--- config.mk ---
export PLATFORM = sky130hd
export DESIGN_NAME = rom_front
export DESIGN_NICKNAME = d
export VERILOG_FILES = /design/src/rtl/rom_pkg.sv /design/src/rtl/rom_front.sv
export SDC_FILE = /design/constraint.sdc
export NUM_CORES = 1
export LEC_CHECK = 0
export BUFFER_PORTS_ARGS = -buffer_cell sky130_fd_sc_hd__buf_2
export CAP_MARGIN = 20
export CORE_UTILIZATION = 30
export DETAILED_ROUTE_END_ITERATION = 10
export PLACE_DENSITY = 0.57
export SLEW_MARGIN = 20
export SYNTH_ARGS = -nofsm -noshare
export SYNTH_HDL_FRONTEND = slang
export SYNTH_SLANG_ARGS = --single-unit
--- constraint.sdc ---
create_clock -name clk -period 9.59 [get_ports clk]
set_clock_uncertainty 0.05 [all_clocks]
set_input_delay 0.4795 -clock clk [delete_from_list [all_inputs] [get_ports clk]]
set_output_delay 0.4795 -clock clk [all_outputs]
set_load 0.01 [all_outputs]
--- src/rtl/rom_pkg.sv ---
// rom_pkg: shared constants and types for the rank-one minor search block.
// No dependencies.
package rom_pkg;
    localparam int MAX_ROWS_DEF    = 16;
    localparam int MAX_COLUMNS_DEF = 16;
    localparam int COEF_WIDTH_DEF  = 64;
    localparam int CFG_W           = 5;
    localparam int IDX_W           = 4;
    localparam int STATUS_W        = 2;

    typedef enum logic [0:0] {
        REG_ROW_COUNT    = 1'b0,
        REG_COLUMN_COUNT = 1'b1
    } reg_index_t;

    localparam logic [STATUS_W-1:0] ST_ZERO     = 2'd0;
    localparam logic [STATUS_W-1:0] ST_NONZERO  = 2'd1;
    localparam logic [STATUS_W-1:0] ST_OVERFLOW = 2'd2;

    // front to back: a full matrix is in the store, search it
    typedef struct packed {
        logic [6:0] rows;
        logic [6:0] cols;
    } job_t;
endpackage

--- src/rtl/rom_front.sv ---
// rom_front: accepts coefficients, counts elements and writes the matrix store.
// Depends on rom_pkg.
module rom_front #(
    parameter int MAX_ROWS    = rom_pkg::MAX_ROWS_DEF,
    parameter int MAX_COLUMNS = rom_pkg::MAX_COLUMNS_DEF,
    parameter int COEF_WIDTH  = rom_pkg::COEF_WIDTH_DEF,
    parameter int ADDR_W      = $clog2(MAX_ROWS * MAX_COLUMNS)
) (
    input  logic                  clk,
    input  logic                  rst_n,
    input  logic                  in_take,
    input  logic [63:0]           coefficient,
    input  logic [6:0]            rows,
    input  logic [6:0]            cols,
    input  logic                  clear,
    output logic                  wr_en,
    output logic [ADDR_W-1:0]     wr_addr,
    output logic [COEF_WIDTH-1:0] wr_data,
    output logic                  job_valid,
    output rom_pkg::job_t         job
);
    logic [ADDR_W:0] count_reg, count_next;
    logic [ADDR_W:0] total;
    logic [ADDR_W:0] cur;

    assign total = (ADDR_W+1)'(rows) * (ADDR_W+1)'(cols);
    assign cur   = (count_reg >= total) ? '0 : count_reg;
    assign wr_en   = in_take;
    assign wr_addr = cur[ADDR_W-1:0];
    assign wr_data = coefficient[COEF_WIDTH-1:0];
    assign job_valid = in_take && (cur + 1'b1 == total);
    assign job.rows = rows;
    assign job.cols = cols;

    always_comb
    begin
        count_next = count_reg;
        if (clear)
            count_next = '0;
        else if (in_take)
            count_next = job_valid ? '0 : cur + 1'b1;
    end

    always_ff @(posedge clk or negedge rst_n)
    begin
        if (!rst_n)
            count_reg <= '0;
        else
            count_reg <= count_next;
    end
endmodule

==> metrics.md <==
| Metric | Value |
|---|---|
| # port buffers | `between 40 and 50` |
| First drt pass iteration count | `4` |
| Final core utilization | `0.283` |
| # fillers | `approximately 950` |
| Area of the multi-input gates | `approximately 1800 µm²` |
| Clk root buf | `clkbuf_8` |
| Die area | `about 9500 µm²` |
| Hold Crit Class | `input pin to async pin` |
| P_int | `0.000176 W` |
| Overall routing resource usage | `0.111` |
| Number of global-route vias before repair | `between 1,500 and 2,000` |
| Seq cells post-synth | `9` |
| Htree depth | `1` |
| Relative slew slack | `0.309` |
| Clock buffer depth | `2` |
| Arrival time worst endpoint | `7240 ps` |
| CTS-repair resized insts | `0` |
| Final Max Tran Viols | `0` |
| Max-Cap Viols | `0` |
| Worst-path clk slew | `around 50 ps` |
| Max VDD drop | `about 36 µV` |
| Power Dens Cells | `~130 nW/µm²` |
| Main flop type after synthesis | `dfrtp_1` |
| Fin cells | `slightly above 400` |
| Crit path required time | `slightly above 9000 ps` |
| Final hold violations | `0` |
| P_leak | `approximately 1.2 nW` |
| Worst-path fanout max | `23` |
| Final WL | `5450 µm` |
| Syn_area_per_cell | `between 7 and 8 µm²` |
| Combinational Power Share | `0.728` |
| Worst setup EP type | `output pin` |
| First-pass GRT wire length | `roughly 8900 µm` |
| WL per Instance | `13.2 µm` |
| DR iter-0 viols | `between 150 and 200` |
| Final ANT Viol Nets | `0` |
| Die X-Extent | `97.4 µm` |
| R2R Path Start | `count_reg[2]$_DFFE_PN0P_` |
| CP startpoint kind | `input pin` |
| Initial antenna violation count | `0` |
| GR Overflow Total | `0` |
| Synth async-reset ratio | `1.00` |
| Synthesized area | `~2700 µm²` |
| TritonCTS clock tree | `built` |
| Syn nets | `~470` |
| Register area share after synthesis | `0.0825` |
| Sw Pwr | `0.000156 W` |
| Area Overhead vs Synth | `-9.21%` |
| DP Cell Count | `roughly 400` |
| RSZ-0062 raised after global routing | `false` |
| Flip-flop and latch area | `roughly 230 µm²` |
| Setup Fix Bufs, Post-CTS | `0` |
| Worst slew pin tran | `1030 ps` |
| Share of layout cells above drive strength 1 | `0.161` |
| Setup violations, final | `0` |
| Setup TNS | `0 ps` |
| Latest clock arrival within the worst-skew pair | `around 240 ps` |
| Core ar. | `8760 µm²` |
| Placer Congestion | `around 0.83` |
| Maximum clock rate | `around 130 MHz` |
| Yosys warning count | `0` |
| Vias per cell | `4.92` |
| Die Height | `slightly below 100 µm` |
| Crit Path Category | `input pin to output pin` |
| Sw Share | `0.471` |
| Number of flip-flops in the largest register | `9` |
| Number of synthesized flops with an enable pin | `0` |
| Run status | `finished, final reports clean` |
| Sequential Power Share | `0.136` |
| Drt drc | `0` |
| Nets@finish | `between 400 and 500` |
| Synth unique cells | `44` |
| CTS hold repair buffers | `0` |
| Starting Density | `0.312` |
| CTS Sinks | `9` |
| Clock period minus worst slack | `around 7800 ps` |
| Reg-to-reg endpoint | `count_reg[0]$_DFFE_PN0P_` |
| Mapped Cells | `between 300 and 400` |
| Vias | `2,026` |
| Row cnt | `34` |
| Antenna cells | `0` |
| Final period util | `0.811` |
| R2R depth | `16` |
| Num CTS Buffers | `3` |
| R2r setup slk | `around 5000 ps` |
| Hpwl dp | `between 4000 and 5000 µm` |
| IO Pins | `170` |
| Clock power share | `0.137` |
| Largest net degree at the start of global routing | `24` |
-- power groups by stage --
stage          logic [W]  clock network (W)  registers, W
5_1_grt         0.000274          0.0000492     0.0000458
3_5_place_dp    0.000245                  0     0.0000458
3_3_place_gp    0.000240                  0     0.0000456
4_1_cts         0.000246          0.0000457     0.0000451
6_report        0.000242          0.0000453     0.0000450
2_1_floorplan   0.000224                  0     0.0000430
-- synth_stat cells, drive strengths merged (4+ instances only) --
master  count  share of area
a21oi       8          0.015
fa         16           0.12
nand3       5         0.0092
nor3        5         0.0092
o21ai      10          0.018
nand4       4         0.0092
buf        83           0.22
and2       38          0.087
clkbuf      6         0.0082
dfrtp       9          0.082
nand2      34          0.048
ha         26           0.12
nor2       18          0.025
inv        21          0.029
o31ai       5          0.014
xor2        4          0.013
xnor2      22          0.071
-- stage by stage --
step	hold slack, ps	worst slack, ps	total power [W]	area [µm²]
floorplan	134	2390	0.000267	2730
global placement	300	1980	0.000285	2430
detailed placement	298	1850	0.000291	2430
CTS	52.9	1840	0.000337	2480
global route	49.1	1390	0.000369	2480
finish	45.8	1820	0.000332	2480
-- worst max-delay path, stage by stage --
cell and delay, ps:
buf_2 130, and2_1 180, fa_1 540, inv_1 50
fa_1 470, inv_1 50, fa_1 530, inv_1 50
fa_1 530, inv_1 40, ha_1 330, a21o_1 170
a21oi_1 160, xnor2_1 190, ha_1 310, a21oi_1 150
o21a_1 190, o21a_1 590, and2_1 260, ha_1 250
nand3_1 200, nor2_1 200, xnor2_1 210, xnor2_1 190
nand3_1 110, a31oi_1 210, o2111a_2 300, buf_2 160
-- logic make-up (layout without fill, tap and decap cells) --
kind of cell / count (synthesis) / count (layout) / synth area share
xor+xnor: 26 / 26 / 0.0834
compound gates: 42 / 42 / 0.106
flops: 9 / 9 / 0.0825
fa+ha+maj: 42 / 42 / 0.236
mux: 1 / 1 / 0.00366
simple gates: 118 / 118 / 0.226
buf+inv: 110 / 66 / 0.262
-- worst max path at each step --
stage | to | from | slack, ps | cells past startpoint
6_report | job_valid | rows[3] | 1820 | 28
3_5_place_dp | job_valid | rows[3] | 1850 | 28
2_1_floorplan | count_reg[0]$_DFFE_PN0P_ | rows[3] | 2390 | 30
5_1_grt | job_valid | rows[3] | 1390 | 28
4_1_cts | job_valid | rows[3] | 1840 | 28
3_3_place_gp | job_valid | cols[3] | 1980 | 28
-- cells in the final DEF, fill, tap and decap left out, drive strengths merged, types with 2 or more instances in the layout --
| cell | n |
|---|---|
| buf | 41 |
| and2 | 38 |
| nand2 | 34 |
| ha | 26 |
| xnor2 | 22 |
| inv | 21 |
| nor2 | 18 |
| fa | 16 |
| o21ai | 10 |
| dfrtp | 9 |
| a21oi | 8 |
| o31ai | 5 |
| nand3 | 5 |
| nor3 | 5 |
| nand4 | 4 |
| xor2 | 4 |
| clkbuf | 4 |
| a21o | 3 |
| nor4 | 3 |
| a221o | 3 |
| a31oi | 2 |
| o21a | 2 |
| o21bai | 2 |
| or2 | 2 |
| and3 | 2 |
| and4 | 2 |
-- final cells by class --
class / count / share of cell area
tap: 108 / 0.0545
timing repair buffer: 41 / 0.0827
inverter: 21 / 0.0318
sequential: 9 / 0.0908
clock buffer: 4 / 0.0182
multi-input combinational: 229 / 0.722
-- layer usage --
metal | global-route usage | share of wire | up-vias
li1 | - | - | 980
met1 | 0.150 | 0.44 | 975
met2 | 0.183 | 0.50 | 53
met3 | 0.0173 | 0.045 | 18
met4 | 0.0305 | 0.019 | 0
met5 | 0 | 0 | -
(Power assumes the default switching activity.)
